===== config.mk =====
export PLATFORM = sky130hd
export DESIGN_NAME = tape_controller_command_status
export DESIGN_NICKNAME = d
export VERILOG_FILES = /design/src/sv/tccs_pkg.sv /design/src/sv/tape_controller_command_status.sv
export VERILOG_INCLUDE_DIRS = /design/src /design/src/sv
export SDC_FILE = /design/constraint.sdc
export NUM_CORES = 1
export LEC_CHECK = 0
export ABC_AREA = 1
export BUFFER_PORTS_ARGS = -buffer_cell sky130_fd_sc_hd__clkbuf_2
export CORE_MARGIN = 3
export CORE_UTILIZATION = 35
export CTS_CLUSTER_DIAMETER = 50
export DETAILED_ROUTE_END_ITERATION = 8
export PLACE_DENSITY = 0.5
export RECOVER_POWER = 25
export SLEW_MARGIN = 20
export SYNTH_ARGS = -nofsm -noshare
export SYNTH_HDL_FRONTEND = slang
export SYNTH_SLANG_ARGS = --single-unit

===== constraint.sdc =====
create_clock -name clk -period 3.75 [get_ports clk]
set_clock_uncertainty 0.1 [all_clocks]
set_input_delay 1.125 -clock clk [delete_from_list [all_inputs] [get_ports clk]]
set_output_delay 1.125 -clock clk [all_outputs]
set_load 0.1 [all_outputs]

===== src/sv/tape_controller_command_status_assert.svh =====
// ----------------------------------------------------------------------------
// tape controller assertion macros
// shared assertion forms on clk with an asynchronous active-low reset
// ----------------------------------------------------------------------------
`ifndef TAPE_CONTROLLER_COMMAND_STATUS_ASSERT_SVH
`define TAPE_CONTROLLER_COMMAND_STATUS_ASSERT_SVH

// consequent must hold in the same cycle as the antecedent
`define TCCS_ASSERT_SAME(label, ante, cons, msg) \
	label: assert property (@(posedge clk) disable iff (!arst_n) (ante) |-> (cons)) \
		else $error(msg);

// consequent must hold in the cycle after the antecedent
`define TCCS_ASSERT_NEXT(label, ante, cons, msg) \
	label: assert property (@(posedge clk) disable iff (!arst_n) (ante) |=> (cons)) \
		else $error(msg);

`endif


===== src/sv/tccs_pkg.sv =====
// ----------------------------------------------------------------------------
// tape controller command/status package
// item layouts, command codes, function codes and status bit positions
// ----------------------------------------------------------------------------
`timescale 1ns / 1ps

package tccs_pkg;

	// command codes carried in tuser
	typedef enum logic [2:0] {
		CMD_WRITE_CMD     = 3'd0,
		CMD_READ_STATUS   = 3'd1,
		CMD_MERGE_STATUS  = 3'd2,
		CMD_START         = 3'd3,
		CMD_SET_FLAG      = 3'd4,
		CMD_OP_DONE       = 3'd5,
		CMD_ONLINE_CHANGE = 3'd6
	} cmd_t;

	// configuration register indexes
	localparam logic CFG_CONTROLLER_TYPE  = 1'b0;
	localparam logic CFG_STOP_ON_IO_ERROR = 1'b1;

	// number of transport slots held in the unit registers
	localparam int unsigned UNIT_SLOTS = 4;

	// input transaction, last field in the lowest bits
	typedef struct packed {
		logic [3:0]  pad;
		logic [3:0]  units_write_locked;
		logic [3:0]  units_online;
		logic [3:0]  units_busy;
		logic        record_odd;
		logic [3:0]  tape_result;
		logic [1:0]  unit;
		logic        hold_clear;
		logic [15:0] data;
	} in_item_t;

	// result transaction, last field in the lowest bits
	typedef struct packed {
		logic [4:0]  pad;
		logic        detach_request;
		logic        halt_request;
		logic [3:0]  cancel_mask;
		logic        start_rewind;
		logic [1:0]  start_unit;
		logic        start_valid;
		logic        cmd_flag;
		logic [15:0] read_data;
	} res_item_t;

	// transport results
	localparam logic [3:0] TR_OK    = 4'd0;
	localparam logic [3:0] TR_TMK   = 4'd1;
	localparam logic [3:0] TR_BOT   = 4'd2;
	localparam logic [3:0] TR_EOM   = 4'd3;
	localparam logic [3:0] TR_RECE  = 4'd4;
	localparam logic [3:0] TR_INVRL = 4'd5;
	localparam logic [3:0] TR_IOERR = 4'd6;
	localparam logic [3:0] TR_FMT   = 4'd7;
	localparam logic [3:0] TR_UNATT = 4'd8;
	localparam logic [3:0] TR_WRP   = 4'd9;

	// function field of the command word
	localparam logic [7:0] OP_CLEAR = 8'o110;
	localparam logic [7:0] FN_GAP   = 8'o015;
	localparam logic [7:0] FN_GFM   = 8'o215;
	localparam logic [7:0] FN_RC    = 8'o023;
	localparam logic [7:0] FN_WC    = 8'o031;
	localparam logic [7:0] FN_FSR   = 8'o003;
	localparam logic [7:0] FN_BSR   = 8'o041;
	localparam logic [7:0] FN_FSF   = 8'o203;
	localparam logic [7:0] FN_BSF   = 8'o241;
	localparam logic [7:0] FN_REW   = 8'o101;
	localparam logic [7:0] FN_RWS   = 8'o105;
	localparam logic [7:0] FN_WFM   = 8'o211;
	localparam logic [7:0] FN_RFF   = 8'o223;

	// command word bit positions
	localparam int unsigned F_MOTION  = 0;
	localparam int unsigned F_OFFLINE = 2;
	localparam int unsigned F_WRITE   = 3;
	localparam int unsigned F_REVERSE = 5;
	localparam int unsigned F_REWIND  = 6;
	localparam int unsigned F_CHSEL   = 8;

	// status word bit positions
	localparam int unsigned S_PE    = 15;
	localparam int unsigned S_ODD   = 11;
	localparam int unsigned S_REW   = 10;
	localparam int unsigned S_TBSY  = 9;
	localparam int unsigned S_BUSY  = 8;
	localparam int unsigned S_EOF   = 7;
	localparam int unsigned S_BOT   = 6;
	localparam int unsigned S_EOT   = 5;
	localparam int unsigned S_REJ   = 3;
	localparam int unsigned S_WLK   = 2;
	localparam int unsigned S_PAR   = 1;
	localparam int unsigned S_LOCAL = 0;
	localparam int unsigned S_SEL_LO = 13;

	// bits driven live on a status read rather than stored
	localparam logic [15:0] S_DYN_MASK = 16'o160000 | 16'o001000 | 16'o000004 | 16'o000001;
	localparam logic [15:0] S_BUSY_MASK = 16'o000400;
	localparam logic [15:0] S_EOF_MASK  = 16'o000200;

	// per-unit status bits
	localparam int unsigned U_BOT = 0;
	localparam int unsigned U_EOT = 1;
	localparam int unsigned U_REW = 2;
	localparam logic [2:0] U_BOT_VAL = 3'b001;
	localparam logic [2:0] U_REW_VAL = 3'b100;

	// unit select code in command word bits 12:9, highest set bit wins
	localparam logic [1:0] SEL_MAP [16] = '{
		2'd0, 2'd0, 2'd1, 2'd1, 2'd2, 2'd2, 2'd2, 2'd2,
		2'd3, 2'd3, 2'd3, 2'd3, 2'd3, 2'd3, 2'd3, 2'd3
	};

endpackage


===== src/sv/tape_controller_command_status.sv =====
// ----------------------------------------------------------------------------
// tape controller command/status
// a transaction is registered in the input stage and then in the result stage
// throughput: one transaction per cycle, held only by a stalled result stage
// state updates are one level of bit logic between the input and result stage
// reset: status, command word, unit select and unit state cleared, flag set
// ----------------------------------------------------------------------------
`timescale 1ns / 1ps
`include "tape_controller_command_status_assert.svh"

module tape_controller_command_status #(
	parameter int NUM_UNITS = 4
) (
	input  logic        clk,
	input  logic        arst_n,
	// configuration write port
	input  logic        cfg_wr_en,
	input  logic        cfg_addr,
	input  logic        cfg_wdata,
	// input stream
	input  logic        s_axis_tvalid,
	output logic        s_axis_tready,
	input  logic [39:0] s_axis_tdata,  // data, hold_clear, unit, tape_result, record_odd,
	                                   // units_busy, units_online, units_write_locked, zero pad
	input  logic [2:0]  s_axis_tuser,  // cmd
	// result stream
	output logic        m_axis_tvalid,
	input  logic        m_axis_tready,
	output logic [31:0] m_axis_tdata   // read_data, cmd_flag, start_valid, start_unit,
	                                   // start_rewind, cancel_mask, halt_request,
	                                   // detach_request, zero pad
);

	localparam logic [3:0] UNIT_MASK   = 4'((1 << NUM_UNITS) - 1);
	localparam logic [2:0] UNIT_LIMIT  = 3'(NUM_UNITS);

	// configuration registers
	logic controller_type_q;
	logic stop_on_io_error_q;

	// block state
	logic [15:0] ctrl_status_q;
	logic [15:0] cmd_word_q;
	logic [1:0]  sel_unit_q;
	logic [7:0]  unit_fn_q [tccs_pkg::UNIT_SLOTS];
	logic [2:0]  unit_st_q [tccs_pkg::UNIT_SLOTS];
	logic        cmd_flag_q;

	// pipeline
	logic                in_valid_s1;
	tccs_pkg::in_item_t  in_s1;
	tccs_pkg::cmd_t      cmd_s1;
	logic                out_valid_s2;
	tccs_pkg::res_item_t out_s2;
	logic                advance;

	// next state and result
	logic [15:0]         cs_d;
	logic [15:0]         cw_d;
	logic [1:0]          sel_d;
	logic [7:0]          fn_d [tccs_pkg::UNIT_SLOTS];
	logic [2:0]          st_d [tccs_pkg::UNIT_SLOTS];
	logic                flag_d;
	tccs_pkg::res_item_t res_d;

	// masked transport lines
	logic [3:0] busy_m;
	logic [3:0] online_m;
	logic [3:0] wlk_m;

	// transport result mapping
	logic [3:0]  res_c;
	logic [15:0] map_set;
	logic        map_halt;
	logic        map_bot;

	assign busy_m   = in_s1.units_busy & UNIT_MASK;
	assign online_m = in_s1.units_online & UNIT_MASK;
	assign wlk_m    = in_s1.units_write_locked & UNIT_MASK;

	// handshake: the result stage frees the input stage
	assign advance       = !out_valid_s2 || m_axis_tready;
	assign s_axis_tready = !in_valid_s1 || advance;
	assign m_axis_tvalid = out_valid_s2;
	assign m_axis_tdata  = out_s2;

	// result codes beyond write protect behave as ok
	assign res_c = (in_s1.tape_result > tccs_pkg::TR_WRP) ? tccs_pkg::TR_OK : in_s1.tape_result;

	// status bits, halt and load point raised by a transport result
	always_comb begin
		map_set  = '0;
		map_halt = 1'b0;
		map_bot  = 1'b0;
		case (res_c)
			tccs_pkg::TR_FMT, tccs_pkg::TR_UNATT: begin
				map_set[tccs_pkg::S_REJ] = 1'b1;
				map_halt = 1'b1;
			end
			tccs_pkg::TR_TMK: begin
				map_set[tccs_pkg::S_EOF] = 1'b1;
				map_set[tccs_pkg::S_ODD] = 1'b1;
			end
			tccs_pkg::TR_INVRL: begin
				map_set[tccs_pkg::S_PAR] = 1'b1;
				map_halt = 1'b1;
			end
			tccs_pkg::TR_IOERR: begin
				map_set[tccs_pkg::S_PAR] = 1'b1;
				map_halt = stop_on_io_error_q;
			end
			tccs_pkg::TR_RECE, tccs_pkg::TR_EOM: begin
				map_set[tccs_pkg::S_PAR] = 1'b1;
			end
			tccs_pkg::TR_BOT: begin
				map_bot = 1'b1;
			end
			tccs_pkg::TR_WRP: begin
				map_set[tccs_pkg::S_REJ] = 1'b1;
			end
			default: begin
			end
		endcase
	end

	// command, status and event decode for the transaction in the input stage
	always_comb begin
		logic [1:0]  chk_sel;
		logic [15:0] ust_word;
		logic [7:0]  fn;
		logic [2:0]  ust;
		logic        apply_hc;
		logic        done;
		logic        hlt;

		cs_d     = ctrl_status_q;
		cw_d     = cmd_word_q;
		sel_d    = sel_unit_q;
		fn_d     = unit_fn_q;
		st_d     = unit_st_q;
		flag_d   = cmd_flag_q;
		res_d    = '0;
		res_d.read_data = in_s1.data;
		apply_hc = 1'b0;
		done     = 1'b1;
		hlt      = 1'b0;
		chk_sel  = sel_unit_q;
		fn       = unit_fn_q[in_s1.unit];
		ust      = unit_st_q[sel_unit_q];
		ust_word = '0;
		ust_word[tccs_pkg::S_BOT] = ust[tccs_pkg::U_BOT];
		ust_word[tccs_pkg::S_EOT] = ust[tccs_pkg::U_EOT];
		ust_word[tccs_pkg::S_REW] = ust[tccs_pkg::U_REW];

		case (cmd_s1)
			// latch command word and check it against the selected transport
			tccs_pkg::CMD_WRITE_CMD: begin
				cw_d = in_s1.data;
				cs_d[tccs_pkg::S_REJ] = 1'b0;
				apply_hc = 1'b1;
				if (in_s1.data[7:0] != tccs_pkg::OP_CLEAR) begin
					if (ctrl_status_q[tccs_pkg::S_BUSY]) begin
						cs_d[tccs_pkg::S_REJ] = 1'b1;
					end else begin
						if (in_s1.data[tccs_pkg::F_CHSEL]) begin
							chk_sel = tccs_pkg::SEL_MAP[in_s1.data[12:9]];
						end
						sel_d = chk_sel;
						if ((in_s1.data[tccs_pkg::F_MOTION] && busy_m[chk_sel]) ||
						    (in_s1.data[tccs_pkg::F_REVERSE] &&
						     unit_st_q[chk_sel][tccs_pkg::U_BOT]) ||
						    (in_s1.data[tccs_pkg::F_WRITE] && wlk_m[chk_sel])) begin
							cs_d[tccs_pkg::S_REJ] = 1'b1;
						end
					end
				end
			end
			// status word from stored bits and live transport lines
			tccs_pkg::CMD_READ_STATUS, tccs_pkg::CMD_MERGE_STATUS: begin
				if (cmd_s1 == tccs_pkg::CMD_READ_STATUS) begin
					res_d.read_data = '0;
				end
				res_d.read_data = res_d.read_data |
					((ctrl_status_q | ust_word) & ~tccs_pkg::S_DYN_MASK);
				if (online_m[sel_unit_q]) begin
					if (busy_m[sel_unit_q]) res_d.read_data[tccs_pkg::S_TBSY] = 1'b1;
					if (wlk_m[sel_unit_q]) res_d.read_data[tccs_pkg::S_WLK] = 1'b1;
				end else begin
					res_d.read_data[tccs_pkg::S_TBSY]  = 1'b1;
					res_d.read_data[tccs_pkg::S_LOCAL] = 1'b1;
				end
				if (controller_type_q) begin
					res_d.read_data[tccs_pkg::S_PE] = 1'b1;
					res_d.read_data[tccs_pkg::S_SEL_LO +: 2] =
						res_d.read_data[tccs_pkg::S_SEL_LO +: 2] | sel_unit_q;
				end
				apply_hc = 1'b1;
			end
			// clear the controller or launch the latched function
			tccs_pkg::CMD_START: begin
				if (cmd_word_q[7:0] == tccs_pkg::OP_CLEAR) begin
					for (int i = 0; i < tccs_pkg::UNIT_SLOTS; i++) begin
						res_d.cancel_mask[i] = busy_m[i] & ~unit_st_q[i][tccs_pkg::U_REW];
					end
					flag_d = 1'b1;
					cs_d   = '0;
					cw_d   = '0;
				end else begin
					fn_d[sel_unit_q]   = cmd_word_q[7:0];
					res_d.start_valid  = 1'b1;
					res_d.start_unit   = sel_unit_q;
					res_d.start_rewind = cmd_word_q[tccs_pkg::F_REWIND];
					st_d[sel_unit_q]   = '0;
					cs_d               = tccs_pkg::S_BUSY_MASK;
					apply_hc           = 1'b1;
				end
			end
			tccs_pkg::CMD_SET_FLAG: begin
				flag_d   = 1'b1;
				apply_hc = 1'b1;
			end
			// transport completion
			tccs_pkg::CMD_OP_DONE: begin
				if ({1'b0, in_s1.unit} < UNIT_LIMIT) begin
					if (!online_m[in_s1.unit]) begin
						cs_d = ctrl_status_q & ~tccs_pkg::S_BUSY_MASK;
						cs_d[tccs_pkg::S_REJ] = 1'b1;
						flag_d = 1'b1;
						res_d.halt_request = stop_on_io_error_q;
					end else begin
						case (fn)
							tccs_pkg::FN_REW, tccs_pkg::FN_RWS: begin
								if (unit_st_q[in_s1.unit][tccs_pkg::U_REW]) begin
									st_d[in_s1.unit] = fn[tccs_pkg::F_OFFLINE] ?
										3'b000 : tccs_pkg::U_BOT_VAL;
									res_d.detach_request = fn[tccs_pkg::F_OFFLINE];
									done = 1'b0;
								end else begin
									st_d[in_s1.unit] = tccs_pkg::U_REW_VAL;
								end
							end
							// file mark write replaces the status with end-of-file
							tccs_pkg::FN_GFM, tccs_pkg::FN_WFM: begin
								if (map_bot) st_d[in_s1.unit] = tccs_pkg::U_BOT_VAL;
								hlt  = map_halt;
								cs_d = tccs_pkg::S_EOF_MASK;
							end
							tccs_pkg::FN_GAP: begin
							end
							tccs_pkg::FN_FSR, tccs_pkg::FN_BSR: begin
								if (map_bot) st_d[in_s1.unit] = tccs_pkg::U_BOT_VAL;
								hlt  = map_halt;
								cs_d = ctrl_status_q | map_set;
								cs_d[tccs_pkg::S_ODD] = in_s1.record_odd;
							end
							tccs_pkg::FN_FSF, tccs_pkg::FN_BSF: begin
								if (map_bot) st_d[in_s1.unit] = tccs_pkg::U_BOT_VAL;
								hlt  = map_halt;
								cs_d = ctrl_status_q | map_set;
							end
							// transfers finish unless the result halts the host
							tccs_pkg::FN_RFF, tccs_pkg::FN_RC, tccs_pkg::FN_WC: begin
								if (map_bot) st_d[in_s1.unit] = tccs_pkg::U_BOT_VAL;
								hlt  = map_halt;
								cs_d = ctrl_status_q | map_set;
								if (!map_halt) fn_d[in_s1.unit] = '0;
							end
							default: begin
							end
						endcase
						res_d.halt_request = hlt;
						if (done) begin
							flag_d = 1'b1;
							cs_d[tccs_pkg::S_BUSY] = 1'b0;
						end
					end
				end
			end
			tccs_pkg::CMD_ONLINE_CHANGE: begin
				if ({1'b0, in_s1.unit} < UNIT_LIMIT) begin
					st_d[in_s1.unit] = in_s1.record_odd ? tccs_pkg::U_BOT_VAL : 3'b000;
				end
			end
			default: begin
			end
		endcase

		if (apply_hc && in_s1.hold_clear) flag_d = 1'b0;
		res_d.cmd_flag = flag_d;
	end

	// configuration registers
	always_ff @(posedge clk or negedge arst_n) begin
		if (!arst_n) begin
			controller_type_q  <= 1'b0;
			stop_on_io_error_q <= 1'b1;
		end else if (cfg_wr_en) begin
			case (cfg_addr)
				tccs_pkg::CFG_CONTROLLER_TYPE:  controller_type_q  <= cfg_wdata;
				tccs_pkg::CFG_STOP_ON_IO_ERROR: stop_on_io_error_q <= cfg_wdata;
				default: begin
				end
			endcase
		end
	end

	// input stage
	always_ff @(posedge clk or negedge arst_n) begin
		if (!arst_n) begin
			in_valid_s1 <= 1'b0;
		end else if (s_axis_tready) begin
			in_valid_s1 <= s_axis_tvalid;
		end
	end

	always_ff @(posedge clk) begin
		if (s_axis_tvalid && s_axis_tready) begin
			in_s1  <= tccs_pkg::in_item_t'(s_axis_tdata);
			cmd_s1 <= tccs_pkg::cmd_t'(s_axis_tuser);
		end
	end

	// result stage and state update
	always_ff @(posedge clk or negedge arst_n) begin
		if (!arst_n) begin
			out_valid_s2  <= 1'b0;
			ctrl_status_q <= '0;
			cmd_word_q    <= '0;
			sel_unit_q    <= '0;
			cmd_flag_q    <= 1'b1;
			for (int i = 0; i < tccs_pkg::UNIT_SLOTS; i++) begin
				unit_fn_q[i] <= '0;
				unit_st_q[i] <= '0;
			end
		end else if (advance) begin
			out_valid_s2 <= in_valid_s1;
			if (in_valid_s1) begin
				ctrl_status_q <= cs_d;
				cmd_word_q    <= cw_d;
				sel_unit_q    <= sel_d;
				cmd_flag_q    <= flag_d;
				unit_fn_q     <= fn_d;
				unit_st_q     <= st_d;
			end
		end
	end

	always_ff @(posedge clk) begin
		if (advance && in_valid_s1) begin
			out_s2 <= res_d;
		end
	end

	// checks
	`TCCS_ASSERT_SAME(a_start_no_cancel, out_valid_s2 && out_s2.start_valid, out_s2.cancel_mask == 4'b0000, "launch and clear in one result")
	`TCCS_ASSERT_SAME(a_detach_no_halt, out_valid_s2 && out_s2.detach_request, !out_s2.halt_request && !out_s2.start_valid, "detach with halt or launch")
	`TCCS_ASSERT_SAME(a_stall_only_full, !s_axis_tready, in_valid_s1 && out_valid_s2 && !m_axis_tready, "input stalled without full pipeline")
	`TCCS_ASSERT_NEXT(a_launch_busy, advance && in_valid_s1 && res_d.start_valid, ctrl_status_q == tccs_pkg::S_BUSY_MASK, "launch left status other than busy")

endmodule

# --- After elaboration in Yosys (flattened, before gate mapping) ---
# Memory sizes are Yosys's and may differ from the RTL's.
# Cells that the tools add are included.
totals:
  out_inout_bits: 34
  mem_bits_ro: 32
  n_memories: 1
  register_bits: 141
memory_table:
  columns: ["memory", "words", "word_bits", "rd", "rd_clocked_by_memory_dff", "write_ports", "line_no", "source"]
  rows:
  - ["(name not given)", 16, 2, 1, 0, 0, "tape_controller_command_status.sv:166", "chk_sel = tccs_pkg::SEL_MAP[in_s1.data[12:9]];"]
classes:
  n_reduce_logical: 43
  bitwise: 29
  n_eq_ne: 38
  n_lt_le_gt_ge: 10
  n_mux: 95
op_table:
  columns: ["op", "count"]
  rows:
  - ["32-bit 2-to-1 mux", 4]
  - ["16-bit 2-to-1 mux", 4]
  - ["32-bit case mux with 2 select lines", 1]
  - ["12-bit 2-to-1 mux", 4]
  - ["12-bit case mux with 2 select lines", 2]
  - ["16-bit case mux with 3 select lines", 1]
  - ["8-bit == test (second input constant)", 5]
  - ["8-bit 2-to-1 mux", 5]
  - ["12-bit case mux with 3 select lines", 1]
  - ["1-bit 2-to-1 mux", 35]
  - ["32-bit bitwise AND", 1]
  - ["32-bit bitwise mux", 1]
  - ["8-bit demux with 2-bit select", 2]
  - ["32-bit inverter", 1]
  - ["12-bit bitwise mux", 2]
  - ["8-bit by 7-bit == test with 1-bit output (second input constant)", 3]
  - ["3-bit 2-to-1 mux", 7]
  - ["3-bit binary-select mux with 2-bit select", 3]
  - ["8-bit bitwise AND", 2]
  - ["8-bit binary-select mux with 2-bit select", 1]
  - ["4-bit by 3-bit == test with 1-bit output (second input constant)", 4]
  - ["8-bit by 5-bit == test with 1-bit output (second input constant)", 2]
  - ["8-bit inverter", 2]
  - ["16-bit by 12-bit OR with 16-bit output", 1]
  - ["55 further kinds", 121]

# --- Depth between registers and ports, before layout ---
# Gate-level depths: netlist (run 1).
logic_depth:
  ltp_word: 19
  mapped_depth: 17

# --- Least setup slack after synthesis (run 1) ---
# OpenSTA, ideal clock, no wires.
synth_path:
  path_kind: "input port to flip-flop"
  start: "in m_axis_tready"
  end: "reg unit_fn_q[0] (netlist bit)"
  path_stages: 11
  setup_slack_ns: -0.130
  arrival_time_ns: 3.662
  n_path_buf: 0
  cell_sequence: "nor2_1 > nor2_1 > inv_1 > nor2_1 > nand2_1 > nor2_2 > nand2_4 > inv_6 > nand3_4 > nand2_1 > nand2_1"
synth_between:
  elab_chain_len: 2
synth_lines:
  columns: ["element", "line_no", "source"]
  rows:
  - ["start, declared", "tape_controller_command_status.sv:28", "input logic m_axis_tready,"]
  - ["1-bit logical OR", "tape_controller_command_status.sv:82", "assign advance = !out_valid_s2 || m_axis_tready;"]
  - ["7-bit AND reduction (no line)", null, null]
  - ["end signal, assigned", "tape_controller_command_status.sv:342", "unit_fn_q <= fn_d;"]
  - ["end, declared", "tape_controller_command_status.sv:45", "logic [7:0] unit_fn_q [tccs_pkg::UNIT_SLOTS];"]
# No other way between the ends.
# A chain may end at the register's enable or synchronous reset.

# --- Final worst setup path (run 1) ---
layout_path:
  start: "in m_axis_tready"
  end: "out s_axis_tready"
layout_between:
  elab_chain_len: 2
layout_lines:
  columns: ["element", "line_no", "source"]
  rows:
  - ["1-bit logical OR", "tape_controller_command_status.sv:82", null]
  - ["1-bit logical OR", "tape_controller_command_status.sv:83", "assign s_axis_tready = !in_valid_s1 || advance;"]
  - ["end, declared", "tape_controller_command_status.sv:22", "output logic s_axis_tready,"]
# No other way between the ends.

==> results of run 1 <==
-- state kept, by name, summed over array words and instances (netlist names) --
register            cells
busy_m                  4
cmd_flag_q              1
cmd_s1                  3
cmd_word_q              8
controller_type_q       1
ctrl_status_q           5
in_s1                  24
in_valid_s1             1
m_axis_tdata           27
m_axis_tvalid           1
online_m                4
sel_unit_q              2
stop_on_io_error_q      1
unit_fn_q              32
unit_st_q              12
wlk_m                   4
-- worst reg2reg max path, delay by kind of cell, from the launching register on --
family / cells / cell delay (ns)
flip-flops: 1 / 0.55
AND/OR/NAND/NOR: 8 / 1.82
buffers and inverters: 1 / 0.06
-- logic make-up (layout without fill, tap and decap cells) --
logic type | after synthesis | count (layout) | synth area share [%]
buf+inv | 106 | 202 | 7.01
simple gates | 479 | 479 | 31.8
other cells | 1 | 5 | 0.0559
flops | 130 | 130 | 53.5
compound gates | 81 | 81 | 7.65
-- metal layers --
metal | part of all wire, % | vias up
met1 | 47 | 2576
met2 | 47 | 121
met5 | 0 | -
met4 | 1.3 | 0
met3 | 4.0 | 15
li1 | - | 2788
-- power by group through the flow --
| stage | Combinational (mW) | Sequential, mW | Clock (mW) |
|---|---|---|---|
| after floorplan | 0.875 | 2.26 | 0 |
| after global placement | 1.51 | 2.05 | 0 |
| after detailed placement | 1.52 | 2.05 | 0 |
| after CTS | 1.52 | 2.03 | 1.77 |
| after global routing | 1.67 | 2.07 | 1.84 |
| final | 1.51 | 2.03 | 1.73 |
-- path summary, 6_finish.rpt --
check / slack (ns) / to / cells past startpoint
setup / recovery: 0.58 / s_axis_tready / 4
hold / removal: 0.38 / unit_fn_q[30] / 2
setup reg to reg: 0.97 / m_axis_tdata[26] / 9
hold reg to reg: 0.38 / unit_fn_q[30] / 2
max in group asynchronous: 1.40 / ctrl_status_q[7] / 2
min in group asynchronous: 1.12 / unit_fn_q[20] / 2
-- through the flow --
| step | std cells | util (%) | hold slack [ns] | instance area, sq um | setup slack (ns) |
|---|---|---|---|---|---|
| floorplan | 801 | - | 0.342 | 6720 | 0.420 |
| global placement | 1094 | 39.9 | 0.356 | 7350 | 0.575 |
| detailed placement | 1094 | 39.9 | 0.361 | 7350 | 0.575 |
| CTS | 1126 | 43.3 | 0.377 | 7960 | 0.573 |
| global route | 1126 | 43.2 | 0.397 | 7940 | 0.482 |
| finish | 1126 | 43.2 | 0.376 | 7940 | 0.584 |
-- cell usage after synthesis (all sizes together) --
cell / n / share of area [%]
nand2: 313 / 18
inv: 80 / 4.6
nor2: 69 / 4.3
nand3: 67 / 5.8
edfxtp: 66 / 30
dfrtp: 62 / 23
o21ai: 38 / 3.1
buf: 16 / 1.9
nor3: 16 / 2.4
nand4: 10 / 0.93
a21oi: 9 / 0.73
clkbuf: 8 / 0.45
o22ai: 8 / 0.84
o211ai: 5 / 0.56
a221oi: 4 / 0.52
o31ai: 4 / 0.45
a31oi: 3 / 0.28
nor4: 3 / 0.28
o2111ai: 3 / 0.39
clkinv: 2 / 0.11
dfstp: 2 / 0.78
o21a: 2 / 0.22
a211oi: 1 / 0.11
a21boi: 1 / 0.11
a22oi: 1 / 0.11
and2: 1 / 0.093
conb: 1 / 0.056
o22a: 1 / 0.13
o2bb2ai: 1 / 0.13
-- final cells by class --
class	count	area share (%)
Clock buffer	17	5.36
Sequential cell	130	45.2
Tap cell	229	3.61
Clock inverter	15	2.33
Inverter	82	3.94
Timing Repair Buffer	88	5.94
Multi-Input combinational cell	565	33.7
==> flow_metrics.tcl, run 1 <==
set metrics [dict create \
    timing.final.hold_violations 0 \
    final_common_cell "nand2_1" \
    min_from "unit_fn_q[30]" \
    via_per_inst 4.88 \
    numCtsBuffers 17 \
    rsz0062_at_grt "no" \
    ff_latch_area_sq_mm 0.00359 \
    cts_num_sinks 130 \
    min_path_type "flip-flop to flip-flop" \
    final_nets 934 \
    met3_usage_pct 3.87 \
    drv_cap 1 \
    vias 5500 \
    die_x_um 144 \
    synth_cells 797 \
    initial_utilization_pct 36.5 \
    p_comb_share_pct 28.6 \
    cts_post_setup_buffers_inserted 0 \
    fill_cells 1832 \
    startpoint "m_axis_tready" \
    power.leakage_nw 3.78 \
    path_max_fanout 3 \
    status "finished with violations" \
    relSlewSlack_pct -13.0 \
    insertion_delay_ns 0.43 \
    ir_drop_mv 0.326 \
    drt_wl_total_um 18300 \
    start_kind "input port" \
    worstPathBufferInverterCount 2 \
    cpMaxStageDelayCell "clkbuf_2" \
    grt_max_degree 65 \
    multi_input_area_sq_mm 0.00267 \
    dp_hpwl_um 13100 \
    num_antenna_cells 0 \
    layout-drive-gt1-share_pct 18.3 \
    cts_tree "built" \
    timing.final.crit_share_pct 84.4 \
    ctsResizeCount 0 \
    drt_iter0_drc 396 \
    portBuffers 74 \
    synth-seq-area-share_pct 53.5 \
    die_area_sq_mm 0.0209 \
    violations "capacitance limit, slew limit" \
    grtUsageMet2_pct 29.0 \
    fmax_mhz 316 \
    path_delay_family "buffers and inverters" \
    seqPwrFrac_pct 38.5 \
    cts.clk_slew.worst_paths_ns 0.06 \
    num_io_pins 84 \
    design.core.area_sq_mm 0.0184 \
    use_met1_pct 25.6 \
    netlist_area_sq_mm 0.00671 \
    drc_errors 0 \
    cp.required_ns 2.52 \
    reg2reg_from "in_s1[18]" \
    ant_nets 0 \
    final_cell_mix "nand2_1 (304), clkbuf_2 (73), inv_1 (72), edfxtp_1 (66)" \
    area_growth_pct 18.4 \
    cts-root-buf "clkbuf_16" \
    cts.htree.levels 4 \
    ys_seq_elements 130 \
    finalSetupViolCount 0 \
    grt_pass1_wl_um 28900 \
    grt_overflow 0 \
    ys_warn_count 0 \
    p_sw_share_pct 38.5 \
    fin_crit_ns 3.17 \
    synth_area_per_cell_sq_um 8.41 \
    fin_setup_tns_ns 0 \
    drt-pass1-iter-count 5 \
    hold_buffers 0 \
    tightestPinTransition_ns 1.70 \
    num_rows 49 \
    antenna_found_initial 0 \
    p_sw_mw 2.03 \
    cp_data_arrival_time_ns 1.94 \
    clockBufferDepth 2 \
    pwr-share-clk_pct 32.9 \
    final_max_slew_viol_count 65 \
    die_h_um 144 \
    path_cells "clkbuf_1 > nor2_1 > nand2_1 > clkbuf_2" \
    place.gp.congestion 0.845 \
    p_int_mw 3.24 \
    critPathMaxStageDelay_ns 0.39 \
    crit_type "input port to output port" \
    grt_most_used_layer "met2" \
    critPathCaptureType "output port" \
    synth_cell_types 46 \
    track_usage_pct 18.4 \
    routedWlPerCell_um 16.3 \
    grt_pass1_vias 5187 \
    p_per_area_mw_per_mm2 664 \
    finalPower_mw 5.27 \
]
Note: power is estimated with default switching activity, not from simulation.
==> inputs of run 2 (changes only) <==
--- a/config.mk
+++ b/config.mk
@@ -6,7 +6,7 @@
 export SDC_FILE = /design/constraint.sdc
 export NUM_CORES = 1
 export LEC_CHECK = 0
-export ABC_AREA = 1
+export ABC_AREA = 0
 export BUFFER_PORTS_ARGS = -buffer_cell sky130_fd_sc_hd__clkbuf_2
 export CORE_MARGIN = 3
 export CORE_UTILIZATION = 35
==> constraint.sdc (replaced) <==
create_clock -name clk -period 3.1 [get_ports clk]
set_clock_uncertainty 0.1 [all_clocks]
set_input_delay 0.93 -clock clk [delete_from_list [all_inputs] [get_ports clk]]
set_output_delay 0.93 -clock clk [all_outputs]
set_load 0.1 [all_outputs]
==> flow_metrics.tcl, run 2 <==
set metrics [dict create \
    status "finished with violations" \
    violations "capacitance limit, slew limit" \
    dpl_worst_slack_ns 0.0392 \
    ys_async_sr_fraction_pct 49.2 \
    area_growth_pct 22.5 \
    grt_max_degree 65 \
    drc_errors 0 \
    final_cell_mix "clkbuf_2 (70), edfxtp_1 (66), dfrtp_1 (62), nor2_1 (36), a22o_1 (36)" \
    p_sw_mw 1.78 \
    critPathCaptureType "flip-flop" \
    ir_drop_mv 0.436 \
    p_sw_share_pct 30.9 \
    initial_utilization_pct 35.8 \
    setup_ws_ns 0.0852 \
    grt_pass1_wl_um 26200 \
    num_io_pins 84 \
    cp.required_ns 3.32 \
    fin_setup_tns_ns 0 \
    synth_cell_types 63 \
    start_kind "flip-flop" \
    timing.final.crit_share_pct 97.3 \
    finalSetupViolCount 0 \
    min_path_type "flip-flop to flip-flop" \
    design.core.area_sq_mm 0.0174 \
    cts_tree "built" \
    synth_area_per_cell_sq_um 12.5 \
    ff_latch_area_sq_mm 0.00359 \
    worstPathBufferInverterCount 2 \
    cts.htree.levels 4 \
    antenna_found_initial 0 \
    drt_wl_total_um 16500 \
    top_register "unit_fn_q" \
    critPathMaxStageDelay_ns 0.60 \
    drt-pass1-iter-count 5 \
    crit_type "flip-flop to flip-flop" \
    grt_overflow 0 \
    timing.final.hold_violations 0 \
    p_int_mw 3.98 \
    multi_input_area_sq_mm 0.00246 \
    dp_hpwl_um 11500 \
    synth_commonest_cells "edfxtp_1 (66), dfrtp_1 (62), a22o_1 (36), nor2_1 (36), o21ai_0 (35)" \
    via_per_inst 5.45 \
    clockBufferDepth 2 \
    die_x_um 139 \
    ant_nets 0 \
    power.leakage_nw 3.13 \
    rsz0062_at_grt "no" \
    portBuffers 74 \
    grt_pass1_vias 4575 \
    fill_cells 1616 \
    yosysMostFrequentCell "edfxtp_1" \
    ys_seq_elements 130 \
    p_comb_share_pct 23.5 \
    synth-seq-area-share_pct 57.7 \
    vias 4563 \
    hold_buffers 0 \
    die_area_sq_mm 0.0194 \
    cts.clk_slew.worst_paths_ns 0.06 \
    cp_data_arrival_time_ns 3.23 \
    ys_warn_count 0 \
    seqPwrFrac_pct 40.5 \
    drt_iter0_drc 361 \
    num_rows 48 \
    insertion_delay_ns 0.42 \
    synth_cells 497 \
    final_max_slew_viol_count 65 \
    synth_top_area_share_pct 31.9 \
    synth_edf_count 66 \
    final_nets 649 \
    layout-drive-gt1-share_pct 27.1 \
    place.gp.congestion 0.853 \
    track_usage_pct 17.5 \
    cts-root-buf "clkbuf_16" \
    num_antenna_cells 0 \
    relSlewSlack_pct -8.20 \
    path_delay_family "compound AO/OA/AOI/OAI gates" \
    netlist_area_sq_mm 0.00621 \
    numCtsBuffers 17 \
    routedWlPerCell_um 19.7 \
    synthTopCellsByArea "edfxtp_1 (32%), dfrtp_1 (25%), a22o_1 (5.1%)" \
    path_max_fanout 17 \
    tightestPinTransition_ns 1.62 \
    drv_cap 1 \
    die_h_um 139 \
    pwr-share-clk_pct 35.9 \
    cpMaxStageDelayCell "mux4_2" \
    p_per_area_mw_per_mm2 757 \
    ys.flop_type "edfxtp_1" \
    fmax_mhz 332 \
    largest_reg_flops 32 \
    synth_top_area_cell "edfxtp_1" \
    cts_num_sinks 130 \
    path_cells "buf_12 > mux4_2 > or3b_4 > nor4_4 > a21oi_2 > buf_4 > a211oi_4 > a31oi_1 > a211oi_1" \
    fin_crit_ns 3.01 \
    final_common_cell "clkbuf_2" \
]
-- run 2: final timing paths --
path	start	to	slack, ns	depth (start not counted)
max	in_s1[17]	ctrl_status_q[1]	0.09	9
min	unit_st_q[10]	unit_st_q[10]	0.38	1
max reg2reg	in_s1[17]	ctrl_status_q[1]	0.09	9
min reg2reg	unit_st_q[10]	unit_st_q[10]	0.38	1
max in group asynchronous	arst_n	ctrl_status_q[8]	1.02	2
min in group asynchronous	arst_n	controller_type_q	0.89	2
-- run 2: final cells by class --
class | count | area share (%)
multi-input combinational | 329 | 32.4
timing repair buffer | 103 | 7.94
tap | 225 | 3.70
clock inverter | 10 | 2.09
clock buffer | 22 | 5.84
inverter | 18 | 0.888
sequential | 130 | 47.1
-- run 2: cell families (layout without fill, tap and decap cells) --
| kind of cell | count (synthesis) | after routing | share of synthesized area [%] |
|---|---|---|---|
| buffers and inverters | 42 | 153 | 3.10 |
| xor gates and xnor gates | 3 | 3 | 0.423 |
| AOI/OAI and AO/OA | 138 | 138 | 15.8 |
| other | 1 | 5 | 0.0604 |
| muxes | 26 | 26 | 8.52 |
| DFF | 130 | 130 | 57.7 |
| and+or+nand+nor | 157 | 157 | 14.3 |
-- run 2: repair_timing --
item | in CTS | in global routing
setup endpoints to repair | 0 | 44
buffers inserted | 0 | 2
resized for setup | 0 | 9
endpoints found under the hold margin | 0 | 0
-- run 2: power groups by stage --
stage / combinational [mW] / sequential, mW / clock, mW
after floorplan: 0.807 / 2.51 / 0
after global placement: 1.33 / 2.35 / 0
after detailed placement: 1.35 / 2.36 / 0
after CTS: 1.36 / 2.33 / 2.11
after global routing: 1.47 / 2.37 / 2.19
final: 1.36 / 2.33 / 2.07
-- run 2: per-stage QoR --
stage | area (sq um) | power [mW] | hold WS [ns] | std cells | util [%]
floorplan | 6230 | 3.31 | 0.348 | 501 | -
global placement | 6980 | 3.67 | 0.370 | 803 | 40.2
detailed placement | 6990 | 3.71 | 0.372 | 803 | 40.3
CTS | 7590 | 5.79 | 0.386 | 835 | 43.7
global route | 7610 | 6.03 | 0.409 | 837 | 43.8
finish | 7610 | 5.76 | 0.381 | 837 | 43.8
-- run 2: metal layers --
metal	track usage [%]	share of wire (%)	vias up
met5	0	0	-
met2	26.4	46	164
met4	6.95	2.5	0
li1	-	-	2107
met3	4.28	6.4	33
met1	24.3	45	2259
